<file path="src/rtl/core/cmp_pkg.sv">
// Shared types, codes and constants for the CoAP message parser.
`timescale 1ns / 1ps

package cmp_pkg;

    localparam int TOKEN_MAX_DEFAULT = 8;

    // Result kinds
    localparam logic [2:0] KIND_NONE        = 3'd0;
    localparam logic [2:0] KIND_HEADER_DONE = 3'd1;
    localparam logic [2:0] KIND_TOKEN_BYTE  = 3'd2;
    localparam logic [2:0] KIND_OPTION_HEAD = 3'd3;
    localparam logic [2:0] KIND_OPTION_BYTE = 3'd4;
    localparam logic [2:0] KIND_PAYLOAD     = 3'd5;
    localparam logic [2:0] KIND_ERROR       = 3'd6;

    // Error codes
    localparam logic [2:0] ERR_NONE     = 3'd0;
    localparam logic [2:0] ERR_SHORT    = 3'd1;
    localparam logic [2:0] ERR_VERSION  = 3'd2;
    localparam logic [2:0] ERR_TOKEN    = 3'd3;
    localparam logic [2:0] ERR_DELTA    = 3'd4;
    localparam logic [2:0] ERR_LENGTH   = 3'd5;
    localparam logic [2:0] ERR_OVERFLOW = 3'd6;

    // Option encoding
    localparam logic [3:0]  NIBBLE_EXT1    = 4'd13;
    localparam logic [3:0]  NIBBLE_EXT2    = 4'd14;
    localparam logic [3:0]  NIBBLE_RSVD    = 4'd15;
    localparam logic [7:0]  PAYLOAD_MARKER = 8'hFF;
    localparam logic [16:0] EXT1_BASE      = 17'd13;
    localparam logic [16:0] EXT2_BASE      = 17'd269;

    localparam logic [1:0] EXPECTED_VERSION_RESET = 2'd1;

    typedef enum logic [7:0] {
        PH_HEADER    = 8'b0000_0001,
        PH_TOKEN     = 8'b0000_0010,
        PH_OPT_HEAD  = 8'b0000_0100,
        PH_DELTA_EXT = 8'b0000_1000,
        PH_LEN_EXT   = 8'b0001_0000,
        PH_VALUE     = 8'b0010_0000,
        PH_PAYLOAD   = 8'b0100_0000,
        PH_DISCARD   = 8'b1000_0000
    } phase_t;

    typedef struct packed {
        logic [7:0] data_byte;
        logic       last_byte;
    } in_item_t;

    typedef struct packed {
        logic [2:0]  kind;
        logic [1:0]  version;
        logic [1:0]  msg_type;
        logic [3:0]  token_len;
        logic [7:0]  msg_code;
        logic [15:0] message_id;
        logic [15:0] option_number;
        logic [16:0] option_length;
        logic [7:0]  data_value;
        logic [2:0]  error_code;
        logic        message_end;
        logic        message_ok;
    } out_item_t;

    typedef struct packed {
        phase_t      phase;
        logic [1:0]  byte_count;
        logic [7:0]  header_first;
        logic [7:0]  code;
        logic [15:0] msgid;
        logic [3:0]  token_left;
        logic [15:0] number_accum;
        logic [3:0]  delta_nibble;
        logic [3:0]  length_nibble;
        logic [16:0] ext_value;
        logic [16:0] value_left;
        logic [2:0]  error_hold;
    } parse_state_t;

endpackage

</file>
<file path="src/rtl/core/cmp_decode.sv">
// Per-byte decode: next parser state and the result for one datagram byte.
`timescale 1ns / 1ps

module cmp_decode #(
    parameter int TOKEN_MAX = cmp_pkg::TOKEN_MAX_DEFAULT
) (
    input  logic [1:0]            expected_version,
    input  cmp_pkg::in_item_t     item,
    input  cmp_pkg::parse_state_t state,
    output cmp_pkg::parse_state_t state_next,
    output cmp_pkg::out_item_t    result
);
    import cmp_pkg::*;

    localparam logic [3:0] TokenLimit = 4'(TOKEN_MAX);

    logic [7:0]  b;
    logic        last;
    logic [1:0]  hdr_ver;
    logic [3:0]  hdr_tkl;
    logic [3:0]  token_dec;
    logic [1:0]  count_dec;
    logic [16:0] delta_shift;
    logic [15:0] len_shift;
    logic [16:0] value_dec;
    logic [16:0] nibble_sum;
    logic [17:0] delta_sum;
    logic [16:0] delta_base;
    logic [16:0] len_base;
    logic [2:0]  err;
    logic        was_discard;
    logic        do_begin;
    logic        do_head;
    logic [16:0] head_len;
    parse_state_t ns;
    out_item_t    r;

    assign b           = item.data_byte;
    assign last        = item.last_byte;
    assign hdr_ver     = state.header_first[7:6];
    assign hdr_tkl     = state.header_first[3:0];
    assign token_dec   = state.token_left - 4'd1;
    assign count_dec   = state.byte_count - 2'd1;
    assign delta_shift = {state.ext_value[8:0], b};
    assign len_shift   = {state.ext_value[7:0], b};
    assign value_dec   = state.value_left - 17'd1;
    assign nibble_sum  = {1'b0, state.number_accum} + {13'd0, b[7:4]};
    assign delta_base  = (state.delta_nibble == NIBBLE_EXT1) ? EXT1_BASE : EXT2_BASE;
    assign len_base    = (state.length_nibble == NIBBLE_EXT1) ? EXT1_BASE : EXT2_BASE;
    assign delta_sum   = {2'b00, state.number_accum} + {1'b0, delta_shift}
                       + {1'b0, delta_base};

    always_comb
    begin
        ns          = state;
        r           = '0;
        err         = ERR_NONE;
        was_discard = 1'b0;
        do_begin    = 1'b0;
        do_head     = 1'b0;
        head_len    = '0;

        case (state.phase)
            PH_HEADER:
            begin
                case (state.byte_count)
                    2'd0:    ns.header_first = b;
                    2'd1:    ns.code = b;
                    2'd2:    ns.msgid = {b, 8'h00};
                    default: ns.msgid = {state.msgid[15:8], b};
                endcase
                if (state.byte_count != 2'd3)
                begin
                    if (last)
                        err = ERR_SHORT;
                    else
                        ns.byte_count = state.byte_count + 2'd1;
                end
                else
                begin
                    ns.byte_count = 2'd0;
                    if (hdr_ver != expected_version)
                        err = ERR_VERSION;
                    else if (hdr_tkl > TokenLimit)
                        err = ERR_TOKEN;
                    else if (last && hdr_tkl != 4'd0)
                        err = ERR_TOKEN;
                    else
                    begin
                        r.kind         = KIND_HEADER_DONE;
                        r.version      = hdr_ver;
                        r.msg_type     = state.header_first[5:4];
                        r.token_len    = hdr_tkl;
                        r.msg_code     = state.code;
                        r.message_id   = {state.msgid[15:8], b};
                        ns.token_left  = hdr_tkl;
                        ns.phase       = (hdr_tkl != 4'd0) ? PH_TOKEN : PH_OPT_HEAD;
                    end
                end
            end
            PH_TOKEN:
            begin
                ns.token_left = token_dec;
                if (last && token_dec != 4'd0)
                    err = ERR_TOKEN;
                else
                begin
                    r.kind       = KIND_TOKEN_BYTE;
                    r.data_value = b;
                    if (token_dec == 4'd0)
                        ns.phase = PH_OPT_HEAD;
                end
            end
            PH_OPT_HEAD:
            begin
                if (b == PAYLOAD_MARKER)
                begin
                    if (last)
                        err = ERR_SHORT;
                    else
                        ns.phase = PH_PAYLOAD;
                end
                else if (b[7:4] == NIBBLE_RSVD)
                    err = ERR_DELTA;
                else if (b[3:0] == NIBBLE_RSVD)
                    err = ERR_LENGTH;
                else
                begin
                    ns.delta_nibble  = b[7:4];
                    ns.length_nibble = b[3:0];
                    if (b[7:4] inside {[NIBBLE_EXT1:NIBBLE_RSVD]})
                    begin
                        ns.ext_value  = '0;
                        ns.byte_count = (b[7:4] == NIBBLE_EXT1) ? 2'd1 : 2'd2;
                        ns.phase      = PH_DELTA_EXT;
                        if (last)
                            err = ERR_DELTA;
                    end
                    else if (nibble_sum[16])
                        err = ERR_OVERFLOW;
                    else
                    begin
                        ns.number_accum = nibble_sum[15:0];
                        do_begin        = 1'b1;
                    end
                end
            end
            PH_DELTA_EXT:
            begin
                ns.ext_value  = delta_shift;
                ns.byte_count = count_dec;
                if (count_dec == 2'd0)
                begin
                    if (delta_sum[17:16] != 2'b00)
                        err = ERR_OVERFLOW;
                    else
                    begin
                        ns.number_accum = delta_sum[15:0];
                        do_begin        = 1'b1;
                    end
                end
                else if (last)
                    err = ERR_DELTA;
            end
            PH_LEN_EXT:
            begin
                ns.ext_value  = {1'b0, len_shift};
                ns.byte_count = count_dec;
                if (count_dec == 2'd0)
                begin
                    head_len = {1'b0, len_shift} + len_base;
                    do_head  = 1'b1;
                end
                else if (last)
                    err = ERR_LENGTH;
            end
            PH_VALUE:
            begin
                r.kind          = KIND_OPTION_BYTE;
                r.option_number = state.number_accum;
                r.option_length = state.ext_value;
                r.data_value    = b;
                ns.value_left   = value_dec;
                if (value_dec == 17'd0)
                    ns.phase = PH_OPT_HEAD;
                else if (last)
                    err = ERR_LENGTH;
            end
            PH_PAYLOAD:
            begin
                r.kind       = KIND_PAYLOAD;
                r.data_value = b;
            end
            default:
                was_discard = 1'b1;
        endcase

        // Delta settled: decode the length nibble
        if (do_begin)
        begin
            if (ns.length_nibble inside {[NIBBLE_EXT1:NIBBLE_RSVD]})
            begin
                ns.ext_value  = '0;
                ns.byte_count = (ns.length_nibble == NIBBLE_EXT1) ? 2'd1 : 2'd2;
                ns.phase      = PH_LEN_EXT;
                if (last)
                    err = ERR_LENGTH;
            end
            else
            begin
                head_len = {13'd0, ns.length_nibble};
                do_head  = 1'b1;
            end
        end

        // Length known: report the option head
        if (do_head)
        begin
            r.kind          = KIND_OPTION_HEAD;
            r.option_number = ns.number_accum;
            r.option_length = head_len;
            ns.ext_value    = head_len;
            ns.value_left   = head_len;
            ns.phase        = (head_len != 17'd0) ? PH_VALUE : PH_OPT_HEAD;
            if (last && head_len != 17'd0)
                err = ERR_LENGTH;
        end

        if (err != ERR_NONE)
        begin
            r             = '0;
            r.kind        = KIND_ERROR;
            r.error_code  = err;
            ns.phase      = PH_DISCARD;
            ns.error_hold = err;
        end

        // End of datagram: report status and rearm for the next header
        if (last)
        begin
            r.message_end = 1'b1;
            if (was_discard)
                r.error_code = state.error_hold;
            r.message_ok     = (err == ERR_NONE) && !was_discard;
            ns.phase         = PH_HEADER;
            ns.byte_count    = '0;
            ns.token_left    = '0;
            ns.number_accum  = '0;
            ns.delta_nibble  = '0;
            ns.length_nibble = '0;
            ns.ext_value     = '0;
            ns.value_left    = '0;
            ns.error_hold    = ERR_NONE;
        end
    end

    assign state_next = ns;
    assign result     = r;

endmodule

</file>
<file path="src/rtl/core/coap_message_parser.sv">
// Top level of the streaming CoAP message parser.
//
// Bytes of a datagram enter on the in channel (valid/ready), one per
// transaction, with last_byte marking the final byte. Every input byte
// yields exactly one result on the out channel (valid/ready): header
// done, token byte, option head, option value byte, payload byte, error,
// or none for bytes that carry no element of their own.
// The result of a byte accepted at a clock edge is valid right after
// that edge, held in the output register.
// Throughput is one byte per cycle: decode is a single pass of logic
// from the parser state and the incoming byte into the result register,
// and in_ready stays high while the output register is empty or being
// taken in the same cycle.
// When the receiver stalls, the result stays in the output register and
// in_ready falls until it is taken; no byte is dropped.
// The cfg channel writes expected_version; it is always ready and should
// be written only while the parser is idle.
// Reset places the parser at the start of a header, clears any pending
// result and sets expected_version to 1.
`timescale 1ns / 1ps

module coap_message_parser #(
    parameter int TOKEN_MAX = cmp_pkg::TOKEN_MAX_DEFAULT
) (
    input  logic               clk,
    input  logic               rst_n,
    input  logic               cfg_valid,
    output logic               cfg_ready,
    input  logic [1:0]         cfg_data,
    input  logic               in_valid,
    output logic               in_ready,
    input  cmp_pkg::in_item_t  in_data,
    output logic               out_valid,
    input  logic               out_ready,
    output cmp_pkg::out_item_t out_data
);
    import cmp_pkg::*;

    parse_state_t state_reg;
    parse_state_t state_next;
    out_item_t    result_next;
    out_item_t    out_reg;
    logic         out_valid_reg;
    logic [1:0]   expected_version_reg;
    logic         in_fire;

    assign cfg_ready = 1'b1;
    assign in_ready  = !out_valid_reg || out_ready;
    assign in_fire   = in_valid && in_ready;
    assign out_valid = out_valid_reg;
    assign out_data  = out_reg;

    cmp_decode #(
        .TOKEN_MAX(TOKEN_MAX)
    ) u_decode (
        .expected_version(expected_version_reg),
        .item            (in_data),
        .state           (state_reg),
        .state_next      (state_next),
        .result          (result_next)
    );

    always_ff @(posedge clk or negedge rst_n)
    begin
        if (!rst_n)
            expected_version_reg <= EXPECTED_VERSION_RESET;
        else if (cfg_valid)
            expected_version_reg <= cfg_data;
    end

    always_ff @(posedge clk or negedge rst_n)
    begin
        if (!rst_n)
        begin
            state_reg     <= '{phase: PH_HEADER, default: '0};
            out_valid_reg <= 1'b0;
        end
        else
        begin
            if (in_fire)
            begin
                state_reg     <= state_next;
                out_valid_reg <= 1'b1;
            end
            else if (out_ready)
                out_valid_reg <= 1'b0;
        end
    end

    // Result payload: load on every accepted byte, hold otherwise
    always_ff @(posedge clk)
    begin
        if (in_fire)
            out_reg <= result_next;
    end

    a_ok_needs_clean_end: assert property (@(posedge clk) disable iff (!rst_n)
        out_valid && out_data.message_ok |->
            out_data.message_end && out_data.error_code == ERR_NONE)
        else $error("message_ok without a clean datagram end");

    a_error_has_code: assert property (@(posedge clk) disable iff (!rst_n)
        out_valid && out_data.kind == KIND_ERROR |-> out_data.error_code != ERR_NONE)
        else $error("error result without an error code");

    a_header_version: assert property (@(posedge clk) disable iff (!rst_n)
        out_valid && out_data.kind == KIND_HEADER_DONE |->
            out_data.version == expected_version_reg)
        else $error("header reported with a mismatched version");

    a_last_rearms: assert property (@(posedge clk) disable iff (!rst_n)
        in_fire && in_data.last_byte |=>
            state_reg.phase == PH_HEADER && state_reg.number_accum == 16'd0
            && state_reg.byte_count == 2'd0)
        else $error("parser not rearmed after the last byte");

endmodule

</file>
<file path="config.mk">
export PLATFORM = sky130hd
export DESIGN_NAME = coap_message_parser
export DESIGN_NICKNAME = d
export VERILOG_FILES = /design/src/rtl/core/cmp_pkg.sv /design/src/rtl/core/cmp_decode.sv /design/src/rtl/core/coap_message_parser.sv
export SDC_FILE = /design/constraint.sdc
export NUM_CORES = 1
export LEC_CHECK = 0
export BUFFER_PORTS_ARGS = -buffer_cell sky130_fd_sc_hd__clkbuf_2
export CAP_MARGIN = 5
export CELL_PAD_IN_SITES_DETAIL_PLACEMENT = 1
export CELL_PAD_IN_SITES_GLOBAL_PLACEMENT = 2
export CORE_ASPECT_RATIO = 1.25
export CORE_UTILIZATION = 41
export CTS_CLUSTER_DIAMETER = 200
export DETAILED_ROUTE_END_ITERATION = 12
export PLACE_DENSITY = 0.89
export SYNTH_ARGS = -nofsm -noshare
export SYNTH_HDL_FRONTEND = slang
export SYNTH_SLANG_ARGS = --single-unit
</file>
<file path="constraint.sdc">
create_clock -name clk -period 7.85 [get_ports clk]
set_clock_uncertainty 0.1 [all_clocks]
set_input_delay 0.785 -clock clk [delete_from_list [all_inputs] [get_ports clk]]
set_output_delay 0.785 -clock clk [all_outputs]
set_load 0.02 [all_outputs]
</file>
==> impl_results.rst, run 1 <==
.. list-table::
   :header-rows: 1

   * - Metric
     - Value
   * - Post-CTS Setup Inserts
     - 0
   * - H-Tree Level Count
     - 4
   * - Top cells by area in the synthesized netlist
     - sky130_fd_sc_hd__dfrtp_1 22%, sky130_fd_sc_hd__edfxtp_1 22%, sky130_fd_sc_hd__ha_1 5.2%, sky130_fd_sc_hd__o21ai_0 4.7%, sky130_fd_sc_hd__nand2_1 3.7%
   * - Flop pwr share
     - a little under two fifths
   * - Commonest cells in the synthesized netlist
     - 110 x sky130_fd_sc_hd__nand2_1, 104 x sky130_fd_sc_hd__o21ai_0, 100 x sky130_fd_sc_hd__dfrtp_1
   * - Power, Total
     - ~3.5 mW
   * - Largest net degree at the start of global routing
     - between 50 and 60
   * - Areal power density over the cells
     - between 200 and 300 mW/mm²
   * - Number of hold violations in the final report
     - 0
   * - Post-route DRC violation count
     - 0
   * - Average detailed-routed wire length per instance
     - around 24 µm
   * - Die H
     - ~190 µm
   * - Total routed wirelength
     - around 38,000 µm
   * - Share of the synthesized area in the top cell type
     - 22.5%
   * - Estimated wirelength of the detail-placed design
     - between 20,000 and 30,000 µm
   * - Via count of the first global-routing pass
     - around 10,000
   * - Width of the chip
     - around 150 µm
   * - Library cell used as clock root buffer
     - sky130_fd_sc_hd__clkbuf_16
   * - Avg Inst Size Synth
     - ~9.3 µm²
   * - Net count of the finished layout
     - 1,315
   * - Setup repair after global routing missed its margin
     - no
   * - Placer's final routability congestion estimate
     - between 0.9 and 1
   * - Core Region
     - roughly 0.027 mm²
   * - Post-Synth XOR/XNOR Area
     - roughly 2.8%
   * - Clock Sink Count
     - around 180
   * - Achievable clock frequency
     - ~190 MHz
   * - DRT iter0 DRCs
     - 538
   * - Reg clk slew, reported paths
     - about 70 ps
   * - Setup crit start kind
     - primary input
   * - Switching portion of total power
     - 41.6%
   * - Result of the run
     - complete, no violations
   * - Residual overflow from global routing
     - 0
   * - Net Sw Power
     - 1.45 mW
   * - TNS Setup
     - 0 ps
   * - Maximum fanout along the worst path
     - 21
   * - Post-Synth Simple-Gate Area
     - a little under a fifth
   * - Post-synthesis adder-cell area fraction
     - ~5.7%
   * - Setup WS pre-CTS
     - roughly 2100 ps
   * - Synth Instances
     - between 1,000 and 1,500
   * - Synth area leader
     - sky130_fd_sc_hd__dfrtp_1
   * - Site row count
     - between 60 and 70
   * - Drt via density
     - around 6.3
   * - Async set or reset register ratio after synthesis
     - a little under three fifths
   * - Library cell with the highest instance count after synthesis
     - sky130_fd_sc_hd__nand2_1
   * - Number of failing setup endpoints in the final timing report
     - 0
   * - Flip-flop count of the largest register, all copies and words added
     - 99
   * - Share of the synthesized area in compound gates (AO/OA/AOI/OAI)
     - about 22%
   * - Design internal power
     - between 2 and 2.5 mW
   * - Antenna-violating nets left
     - 0
   * - Longest Clk Path Bufs
     - 2
   * - Resized Gates After CTS
     - 0
   * - Number of detailed-route iterations in the first pass
     - 8
   * - Syn nets
     - around 1,300
   * - Dominant combinational cell family by area after synthesis
     - compound AO/OA/AOI/OAI gates
   * - Count of antenna diodes in the layout
     - 0
   * - Count of boundary I/O pins
     - 100
   * - Max Cap Viol
     - 0
   * - Total routing usage reported by global routing
     - about 28%
   * - Crit path kind
     - in2reg
   * - Worst vdd ir
     - ~0.16 mV
   * - Share of the cycle needed by the critical path after routing
     - 67.5%
   * - Number of unique standard cell types used by synthesis
     - 73
   * - Synthesized cell area
     - between 0.01 and 0.015 mm²
   * - Wire length of the first global-routing pass
     - between 50,000 and 60,000 µm
   * - Antenna violations before repair
     - 0
   * - Latest clock arrival within the worst-skew pair
     - 460 ps
   * - Layout overhead on the synthesized area
     - 12.1%
   * - Fraction of final layout cells with drive strength greater than 1
     - between 10 and 15%
   * - Starting utilization of the core area
     - around two fifths
   * - Predominant post-synthesis flop cell
     - sky130_fd_sc_hd__dfrtp_1
   * - Comb pwr share
     - a little under two fifths
   * - Worst-Margin Slew
     - around 1100 ps
   * - Multiplexer area fraction after synthesis
     - approximately 1.8%
   * - Post-Route Utilization
     - 46.6%
   * - Clock tree from TritonCTS
     - built
   * - Final std cell area, no fill
     - between 0.01 and 0.015 mm²
   * - Clock share of power
     - 24.4%
   * - Setup crit end kind
     - flop
   * - Vias
     - roughly 10,000
   * - Synth warnings
     - 0
   * - Rel. slew slack
     - 25.5%
   * - Number of synthesized flops with an enable pin
     - roughly 80
   * - Post-layout minimum cycle time
     - between 5000 and 6000 ps
   * - WP data arrival
     - ~5400 ps
   * - Leakage Power
     - 5.24 nW
   * - PnR worst setup slack
     - 2550 ps
   * - Number of input and output port buffers inserted
     - 98
   * - Clock buffer count from CTS
     - 17
   * - Number of slew-limit violations in the final report
     - 0
   * - Hold Buf Count CTS
     - 0
   * - Sequential share of the synthesized area
     - between 40% and 50%
   * - Placement Cell Area
     - ~0.012 mm²
   * - Critical path required time
     - 7930 ps
   * - Hold Path Class
     - in2async
   * - Number of flip-flops and latches in the synthesized netlist
     - approximately 180
   * - Die Footprint
     - approximately 0.028 mm²
==> final timing paths <==
kind                                    start       endpoint  slack, ps  cells past startpoint
max in group asynchronous               rst_n  state_reg[45]       6200                      2
min in group clk                state_reg[73]  state_reg[73]        400                      2
worst max register to register  state_reg[42]   out_data[32]       2570                     13
worst max-delay path               in_data[3]   out_data[32]       2550                     15
worst min-delay path                    rst_n      out_valid        260                      1
worst min register to register  state_reg[73]  state_reg[73]        400                      2
==> routing by layer <==
| metal | GRT usage [%] | part of all wire (%) | wire, µm | up-vias |
|---|---|---|---|---|
| met1 | 34.1 | 41 | 15600 | 5126 |
| met2 | 49.4 | 50 | 19100 | 325 |
| met3 | 4.44 | 4.9 | 1880 | 91 |
| li1 | - | - | - | 4563 |
| met4 | 13.0 | 4.0 | 1510 | 0 |
| met5 | 0 | 0 | 0 | - |
==> cells in the final DEF, fill, tap and decap left out, drive strengths merged, types with 36 or more instances in the layout <==
cell type  instances
inv               38
o21ai            105
edfxtp            81
nand2            111
nor2              77
a21oi             80
dfrtp            100
nor3              58
ha                46
clkbuf           114
and2              36
==> power by group through the flow <==
| stage | combinational (mW) | clock (mW) | sequential, mW |
|---|---|---|---|
| 5_1_grt | 1.43 | 0.899 | 1.34 |
| 2_1_floorplan | 0.892 | 0 | 1.32 |
| 6_report | 1.32 | 0.852 | 1.32 |
| 3_3_place_gp | 1.26 | 0 | 1.33 |
| 3_5_place_dp | 1.30 | 0 | 1.34 |
| 4_1_cts | 1.31 | 0.865 | 1.32 |
==> area by class of cell <==
class	count	area, µm²
Fill cell	3053	14300
Multi-Input combinational cell	900	5740
Sequential cell	183	4990
Timing Repair Buffer	115	621
Tap cell	345	432
Clock buffer	17	425
Clock inverter	15	139
Inverter	33	126
==> through the flow <==
stage                     instances  hold WS, ps
after floorplan                1192          342
after global placement         1576          354
after detailed placement       1576          380
after CTS                      1608          299
after global routing           1608          334
final                          1608          264
==> cell families (layout without fill, tap and decap cells) <==
group / Yosys count / in the layout
buffers and inverters: 109 / 180
xor gates and xnor gates: 36 / 36
DFF: 183 / 183
and+or+nand+nor: 415 / 415
muxes: 18 / 18
other: 1 / 1
adders and majority gates: 49 / 49
AOI/OAI and AO/OA: 381 / 381
==> critical path: stages <==
cell and delay [ps]:
sky130_fd_sc_hd__clkbuf_2 190, sky130_fd_sc_hd__clkinv_1 340, sky130_fd_sc_hd__ha_1 460, sky130_fd_sc_hd__inv_1 50, sky130_fd_sc_hd__ha_1 300, sky130_fd_sc_hd__a211oi_1 300
sky130_fd_sc_hd__o21a_1 220, sky130_fd_sc_hd__a211oi_1 100, sky130_fd_sc_hd__a211o_1 290, sky130_fd_sc_hd__or4_4 540, sky130_fd_sc_hd__a21oi_1 340, sky130_fd_sc_hd__o22a_1 230
sky130_fd_sc_hd__o31a_1 700, sky130_fd_sc_hd__buf_4 440, sky130_fd_sc_hd__nor3_1 100
No activity file was read; power rests on OpenSTA's default activity.
==> inputs of run 2 (changes only) <==
CORE_UTILIZATION = 34   (was 41)
PLACE_DENSITY = 0.79   (was 0.89)
clock period = 4.5 ns   (was 7.85 ns; I/O delays follow)
==> run 2 against run 1 <==
Compared with the run above: combinational power up 86%; setup slack worse by 2500 ps; highest routed layer unchanged; critical path depth fell by 2; sequential share of layout area decreased by 2.1 points; total power increased by 80%; non-clock buffer count grew 61; flip-flop and latch count did not move; register-to-register slack worse by 2500 ps; critical endpoint is now out_data[80]; count of clock-buffer cells in the layout is the same; utilization shrank 5.4 points.
==> impl_results.rst, run 2 (synthesis gave the netlist of run 1 again) <==
.. list-table::
   :header-rows: 1

   * - Metric
     - Value
   * - Result of the run
     - complete, no violations
   * - Largest net degree at the start of global routing
     - 75 (+39%)
   * - Setup crit end kind
     - flop
   * - Number of failing setup endpoints in the final timing report
     - 0 (unchanged)
   * - Placer's final routability congestion estimate
     - 0.897 (-2.5%)
   * - Leakage Power
     - 5.60 nW (+6.9%)
   * - Number of hold violations in the final report
     - 0 (unchanged)
   * - WP data arrival
     - 4560 ps (-820 ps)
   * - Reg clk slew, reported paths
     - 80 ps (about the same)
   * - TNS Setup
     - 0 ps (unchanged)
   * - Core Region
     - 0.0320 mm² (+20%)
   * - Reg-to-reg slack, setup
     - 50 ps (-2520 ps)
   * - Latest clock arrival within the worst-skew pair
     - 460 ps (about the same)
   * - Hold Path Class
     - in2async
   * - Post-placement cell count
     - 1,697 (+7.7%)
   * - Antenna-violating nets left
     - 0 (unchanged)
   * - Setup crit start kind
     - flop
   * - Number of slew-limit violations in the final report
     - 0 (unchanged)
   * - H-Tree Level Count
     - 4 (unchanged)
   * - Maximum fanout along the worst path
     - 4 (-81%)
   * - Cell with the biggest individual delay on the critical path
     - sky130_fd_sc_hd__or4_4
   * - Setup repair after global routing missed its margin
     - yes
   * - Stage delay of the slowest cell on the critical path
     - 530 ps (-170 ps)
   * - Worst r2r path cells
     - 13 (unchanged)
   * - Worst-Margin Slew
     - 1070 ps (-51.2 ps)
   * - Residual overflow from global routing
     - 0 (unchanged)
   * - Placement Cell Area
     - 0.0124 mm² (+4.5%)
   * - Clock Sink Count
     - 183 (unchanged)
   * - Rel. slew slack
     - 28.9% (+3.4 points)
   * - Total routing usage reported by global routing
     - 24.6% (-3.7 points)
   * - Library cell used as clock root buffer
     - sky130_fd_sc_hd__clkbuf_16
   * - Width of the chip
     - 164 µm (+9.7%)
   * - Drt via density
     - 5.88 (-6.4%)
   * - Most frequent cells in the layout
     - 109 x sky130_fd_sc_hd__nand2_1, 104 x sky130_fd_sc_hd__o21ai_0, 100 x sky130_fd_sc_hd__dfrtp_1
   * - Flip-flop count of the largest register, all copies and words added
     - 99 (unchanged)
   * - Longest Clk Path Bufs
     - 2 (unchanged)
   * - Total routed wirelength
     - 40,100 µm (+5.2%)
   * - Estimated wirelength of the detail-placed design
     - 29,100 µm (+7.7%)
   * - Clock buffer count from CTS
     - 17 (unchanged)
   * - Cell with the most instances on the worst path
     - sky130_fd_sc_hd__o211ai_1
   * - Die Footprint
     - 0.0335 mm² (+20%)
   * - Post-route DRC violation count
     - 0 (unchanged)
   * - Ordered cell list for the critical path
     - nand4b_1 > fa_2 > ha_4 > and4_4 > o211ai_1 > a21o_1 > a211o_1 > or4_4 > a21oi_2 > o211ai_1 > o31a_2 > buf_4 > or3_1
   * - Hold Buf Count CTS
     - 0 (unchanged)
   * - DRT iter0 DRCs
     - 665 (+24%)
   * - Max Cap Viol
     - 0 (unchanged)
   * - Layout overhead on the synthesized area
     - 18.4%
   * - Net count of the finished layout
     - 1,376 (+4.6%)
   * - Share of the cycle needed by the critical path after routing
     - between 90% and 100%
   * - Via count of the first global-routing pass
     - 10,400 (+0.98%)
   * - Antenna violations before repair
     - 0 (unchanged)
   * - R2r endpoint
     - out_data[80]
   * - Count of placed standard cells in the final layout, fillers left out
     - 1,736 (+8.0%)
   * - Areal power density over the cells
     - 477 mW/mm² (+70%)
   * - Vias
     - 10,200 (+1.1%)
   * - Post-layout minimum cycle time
     - about 4500 ps
   * - Crit path kind
     - reg2reg
   * - Final std cell area, no fill
     - 0.0132 mm² (+5.6%)
   * - Count of boundary I/O pins
     - 100 (unchanged)
   * - Final-layout worst hold slack
     - 39.1 ps (-225 ps)
   * - Fraction of final layout cells with drive strength greater than 1
     - 19.0% (+4.8 points)
   * - Number of input and output port buffers inserted
     - 98 (unchanged)
   * - Die H
     - 204 µm (+9.7%)
   * - Wire length of the first global-routing pass
     - 61,900 µm (+4.8%)
   * - Worst vdd ir
     - 0.298 mV (+86%)
   * - Clock tree from TritonCTS
     - built
   * - Average detailed-routed wire length per instance
     - 23.1 µm (-2.6%)
   * - Beginning of the worst register-to-register path
     - state_reg[42]
   * - Critical path required time
     - 4610 ps (-3320 ps)
   * - Count of antenna diodes in the layout
     - 0 (unchanged)
   * - Site row count
     - 73 (+9.0%)
   * - Starting utilization of the core area
     - 34.8% (-6.8 points)
   * - Achievable clock frequency
     - about 220 MHz
   * - Number of detailed-route iterations in the first pass
     - 5 (-3)
   * - Commonest non-fill, non-tap cell in the layout
     - sky130_fd_sc_hd__nand2_1
[run 2: worst max path at each step]
stage	slack, ps	cells past startpoint	startpoint	to
2_1_floorplan	270	15	in_data[3]	out_data[79]
3_3_place_gp	130	12	state_reg[42]	out_data[79]
3_5_place_dp	50	12	state_reg[42]	out_data[79]
4_1_cts	50	12	state_reg[42]	out_data[79]
5_1_grt	-60	13	state_reg[42]	out_data[80]
6_report	50	13	state_reg[42]	out_data[80]
[run 2: through the flow]
stage,setup slack [ps],power [mW],util (%)
CTS,52.9,6.27,40.8
floorplan,269,3.86,-
finish,46.7,6.28,41.2
global route,-56.2,6.64,41.2
detailed placement,49.5,4.71,38.9
global placement,128,4.65,38.9
[run 2: worst max-delay path, delay by kind of cell (launching register included)]
family                   cells  cell delay, ps
AO/OA/AOI/OAI                6            1390
adder cells (fa/ha/maj)      2             750
buffers and inverters        1             160
flip-flops                   1             390
AND/OR/NAND/NOR              4            1420
[run 2: cell type report]
type | count | area (µm²)
Fill cell | 3722 | 18800
Multi-Input combinational cell | 900 | 5810
Sequential cell | 183 | 4990
Timing Repair Buffer | 176 | 1130
Tap cell | 412 | 515
Clock buffer | 17 | 425
Clock inverter | 15 | 184
Inverter | 33 | 126
[run 2: report_power, final]
part | total, mW | internal, mW | switching, mW
Combinational | 2.45 | 0.907 | 1.54
Clock | 1.56 | 0.752 | 0.804
Sequential | 2.28 | 2.04 | 0.238
Total | 6.28 | 3.70 | 2.58
[run 2: timing repair]
item	CTS	global route
setup endpoints to repair	0	40
setup buffers	0	7
resized for setup	0	12
[run 2: per-layer routing]
layer  vias up  global-route usage (%)  wire (µm)
li1       4684                       -          -
met1      5198                    30.5      17000
met2       268                    43.1      20600
met3        63                    3.57       1490
met4         0                    8.70       1040
met5         -                       0          0
==> inputs of run 3 (changes only) <==
CORE_UTILIZATION = 38   (was 34)
PLACE_DENSITY = 0.83   (was 0.79)
SLEW_MARGIN = 20   (was not set)
clock period = 4.1 ns   (was 4.5 ns; I/O delays follow)
==> run 3 against run 2 <==
Compared with the run above: die area fell by 10%; utilization rose by 7.4 points; flip-flop and latch count did not move; maximum frequency rose by 0.45%; sequential share of layout area fell by 2.0 points; cell count rose by 2.7%; the flow now finishes with violations (setup timing); setup slack got worse by 380 ps; largest power group unchanged; clock power rose by 8%; first-iteration DRC count fell by 3.2%; non-clock buffer count rose by 69; global-route usage rose by 3.0 points.
==> impl_results.rst, run 3 (synthesis gave the netlist of run 1 again) <==
.. list-table::
   :header-rows: 1

   * - Metric
     - Value
   * - Result of the run
     - finished, violations left
   * - Failing checks
     - setup timing
   * - Number of slew-limit violations in the final report
     - 0 (unchanged)
   * - Placement Cell Area
     - 0.0128 mm² (+3.1%)
   * - Setup repair after global routing missed its margin
     - yes
   * - Number of detailed-route iterations in the first pass
     - 5 (unchanged)
   * - Count of placed standard cells in the final layout, fillers left out
     - 1,783 (+2.7%)
   * - Largest net degree at the start of global routing
     - 78 (+4.0%)
   * - Library cell used as clock root buffer
     - sky130_fd_sc_hd__clkbuf_16
   * - Maximum fanout along the worst path
     - 5 (+1)
   * - Fraction of final layout cells with drive strength greater than 1
     - 24.7% (+5.7 points)
   * - Post-Route Utilization
     - 48.6% (+7.4 points)
   * - Area occupied by multi-input gates
     - 0.00599 mm² (+3.1%)
   * - Core Region
     - 0.0286 mm² (-11%)
   * - H-Tree Level Count
     - 4 (unchanged)
   * - Count of boundary I/O pins
     - 100 (unchanged)
   * - Switching portion of total power
     - 40.4% (-0.76 points)
   * - Site row count
     - 69 (-5.5%)
   * - Worst-Margin Slew
     - 1050 ps (-17.0 ps)
   * - Rel. slew slack
     - 29.6% (+0.71 points)
   * - Reg clk slew, reported paths
     - 70 ps (about the same)
   * - Leakage Power
     - 5.99 nW (+7.0%)
   * - Critical path required time
     - 4190 ps (-420 ps)
   * - Clock buffer count from CTS
     - 17 (unchanged)
   * - Vias
     - 10,600 (+4.2%)
   * - Number of failing setup endpoints in the final timing report
     - 48 (+48)
   * - Antenna-violating nets left
     - 0 (unchanged)
   * - WP data arrival
     - 4530 ps (-30 ps)
   * - Comb pwr share
     - 41.6% (+2.6 points)
   * - Total routing usage reported by global routing
     - 27.6% (+3.0 points)
   * - Worst vdd ir
     - 0.250 mV (-16%)
   * - Longest Clk Path Bufs
     - 2 (unchanged)
   * - Achievable clock frequency
     - 226 MHz (+0.45%)
   * - Die Footprint
     - 0.0300 mm² (-10%)
   * - Most frequent cells in the layout
     - 130 x sky130_fd_sc_hd__buf_4, 109 x sky130_fd_sc_hd__nand2_1, 101 x sky130_fd_sc_hd__o21ai_0
   * - Final std cell area, no fill
     - 0.0139 mm² (+5.4%)
   * - Total routed wirelength
     - 41,500 µm (+3.4%)
   * - Areal power density over the cells
     - 516 mW/mm² (+8.2%)
   * - Number of inserted filler cells in the final layout
     - 3,315 (-11%)
   * - Via count of the first global-routing pass
     - 10,700 (+3.0%)
   * - Setup WS pre-CTS
     - -349 ps (-399 ps)
   * - Number of hold violations in the final report
     - 0 (unchanged)
   * - Max Cap Viol
     - 0 (unchanged)
   * - Flop pwr share
     - 34.8% (-1.4 points)
   * - Net Sw Power
     - 2.89 mW (+12%)
   * - Count of antenna diodes in the layout
     - 0 (unchanged)
   * - Width of the chip
     - 155 µm (-5.3%)
   * - Power, Total
     - 7.17 mW (+14%)
   * - DRT iter0 DRCs
     - 644 (-3.2%)
   * - Clock Sink Count
     - 183 (unchanged)
   * - Design internal power
     - 4.27 mW (+16%)
   * - Latest clock arrival within the worst-skew pair
     - 450 ps (about the same)
   * - Residual overflow from global routing
     - 0 (unchanged)
   * - Setup crit start kind
     - flop
   * - Crit path kind
     - reg2reg
   * - Drt via density
     - 5.97 (+1.4%)
   * - Placer's final routability congestion estimate
     - 0.928 (+3.4%)
   * - Setup crit end kind
     - flop
   * - Estimated wirelength of the detail-placed design
     - 29,600 µm (+1.6%)
   * - Post-layout minimum cycle time
     - 4430 ps (-19.9 ps)
   * - Clock tree from TritonCTS
     - built
   * - Layout overhead on the synthesized area
     - 24.8%
   * - Starting utilization of the core area
     - 39.0% (+4.1 points)
   * - Antenna violations before repair
     - 0 (unchanged)
   * - Clock share of power
     - 23.6% (-1.2 points)
   * - Hold Path Class
     - in2reg
   * - Average detailed-routed wire length per instance
     - 23.3 µm (+0.71%)
   * - Die H
     - 193 µm (-5.4%)
   * - Number of input and output port buffers inserted
     - 98 (unchanged)
   * - Area of all sequential standard cells
     - 0.00499 mm² (unchanged)
   * - Share of the cycle needed by the critical path after routing
     - 108% (+9.2 points)
   * - Commonest non-fill, non-tap cell in the layout
     - sky130_fd_sc_hd__buf_4
   * - PnR worst setup slack
     - -333 ps (-380 ps)
   * - Flip-flop count of the largest register, all copies and words added
     - 99 (unchanged)
   * - Post-placement cell count
     - 1,732 (+2.1%)
   * - Wire length of the first global-routing pass
     - 62,800 µm (+1.4%)
   * - Net count of the finished layout
     - 1,445 (+5.0%)
   * - Post-route DRC violation count
     - 0 (unchanged)
[run 3: changes by cell type in the layout (fill, tap and decap cells not counted), moves of 6 or more]
cell	previous run	this run
sky130_fd_sc_hd__a211oi_1	21	15
sky130_fd_sc_hd__buf_6	0	11
sky130_fd_sc_hd__buf_4	75	130
sky130_fd_sc_hd__nor3_1	54	47
sky130_fd_sc_hd__clkinv_8	7	0
sky130_fd_sc_hd__a211oi_2	1	7
[run 3: worst paths after layout]
check                         startpoint  slack [ps]             to  cells after the start
min                             in_valid          80      out_valid                      2
min reg2reg                state_reg[76]         380  state_reg[76]                      2
max reg2reg                state_reg[42]        -330   out_data[79]                     12
max                        state_reg[42]        -330   out_data[79]                     12
max in group asynchronous          rst_n        2530  state_reg[21]                      3
min in group asynchronous          rst_n         470   state_reg[7]                      2
[run 3: per-layer routing]
layer | share of wire, % | global-route usage (%) | up-vias | wire [µm]
li1 | - | - | 4827 | -
met2 | 51 | 47.9 | 312 | 21000
met3 | 4.0 | 2.91 | 67 | 1650
met1 | 42 | 34.8 | 5433 | 17500
met4 | 3.1 | 11.5 | 0 | 1300
met5 | 0 | 0 | - | 0
[run 3: power groups by stage]
| stage | clock network [mW] | registers (mW) | logic (mW) |
|---|---|---|---|
| finish | 1.69 | 2.50 | 2.98 |
| detailed placement | 0 | 2.53 | 2.73 |
| CTS | 1.73 | 2.49 | 2.87 |
| global route | 1.79 | 2.53 | 3.23 |
| global placement | 0 | 2.51 | 2.67 |
| floorplan | 0 | 2.52 | 1.71 |
[run 3: stage by stage]
stage	setup TNS, ps	hold WS (ps)
floorplan	-30.9	14.4
global placement	-2030	354
detailed placement	-10090	365
CTS	-5350	61.8
global route	-15370	79.4
finish	-8700	82.2
[run 3: layout make-up]
cell class | count | share of cell area, %
Multi-Input combinational cell | 900 | 43.1
Inverter | 33 | 0.919
Sequential cell | 183 | 35.9
Tap cell | 390 | 3.51
Timing Repair Buffer | 245 | 12.3
Clock inverter | 14 | 1.13
Clock buffer | 18 | 3.09
[run 3: critical path: stages (launching register included)]
cell                       delay, ps
sky130_fd_sc_hd__dfrtp_1         390
sky130_fd_sc_hd__nand4b_1        270
sky130_fd_sc_hd__fa_2            440
sky130_fd_sc_hd__ha_4            300
sky130_fd_sc_hd__and4_4          230
sky130_fd_sc_hd__o211ai_1        150
sky130_fd_sc_hd__a21o_1          230
sky130_fd_sc_hd__a211o_1         370
sky130_fd_sc_hd__nor4_4          360
sky130_fd_sc_hd__nor2_2          120
sky130_fd_sc_hd__o22a_1          290
sky130_fd_sc_hd__o31a_4          420
sky130_fd_sc_hd__or4_4           510
[run 3: repair_timing]
action,in CTS,in global routing
endpoints found under the hold margin,0,14
endpoints found under the setup margin,60,68
hold buffers,0,1
setup buffers,11,6
gates resized for setup,41,22
cloned,0,2
pin swaps,6,20
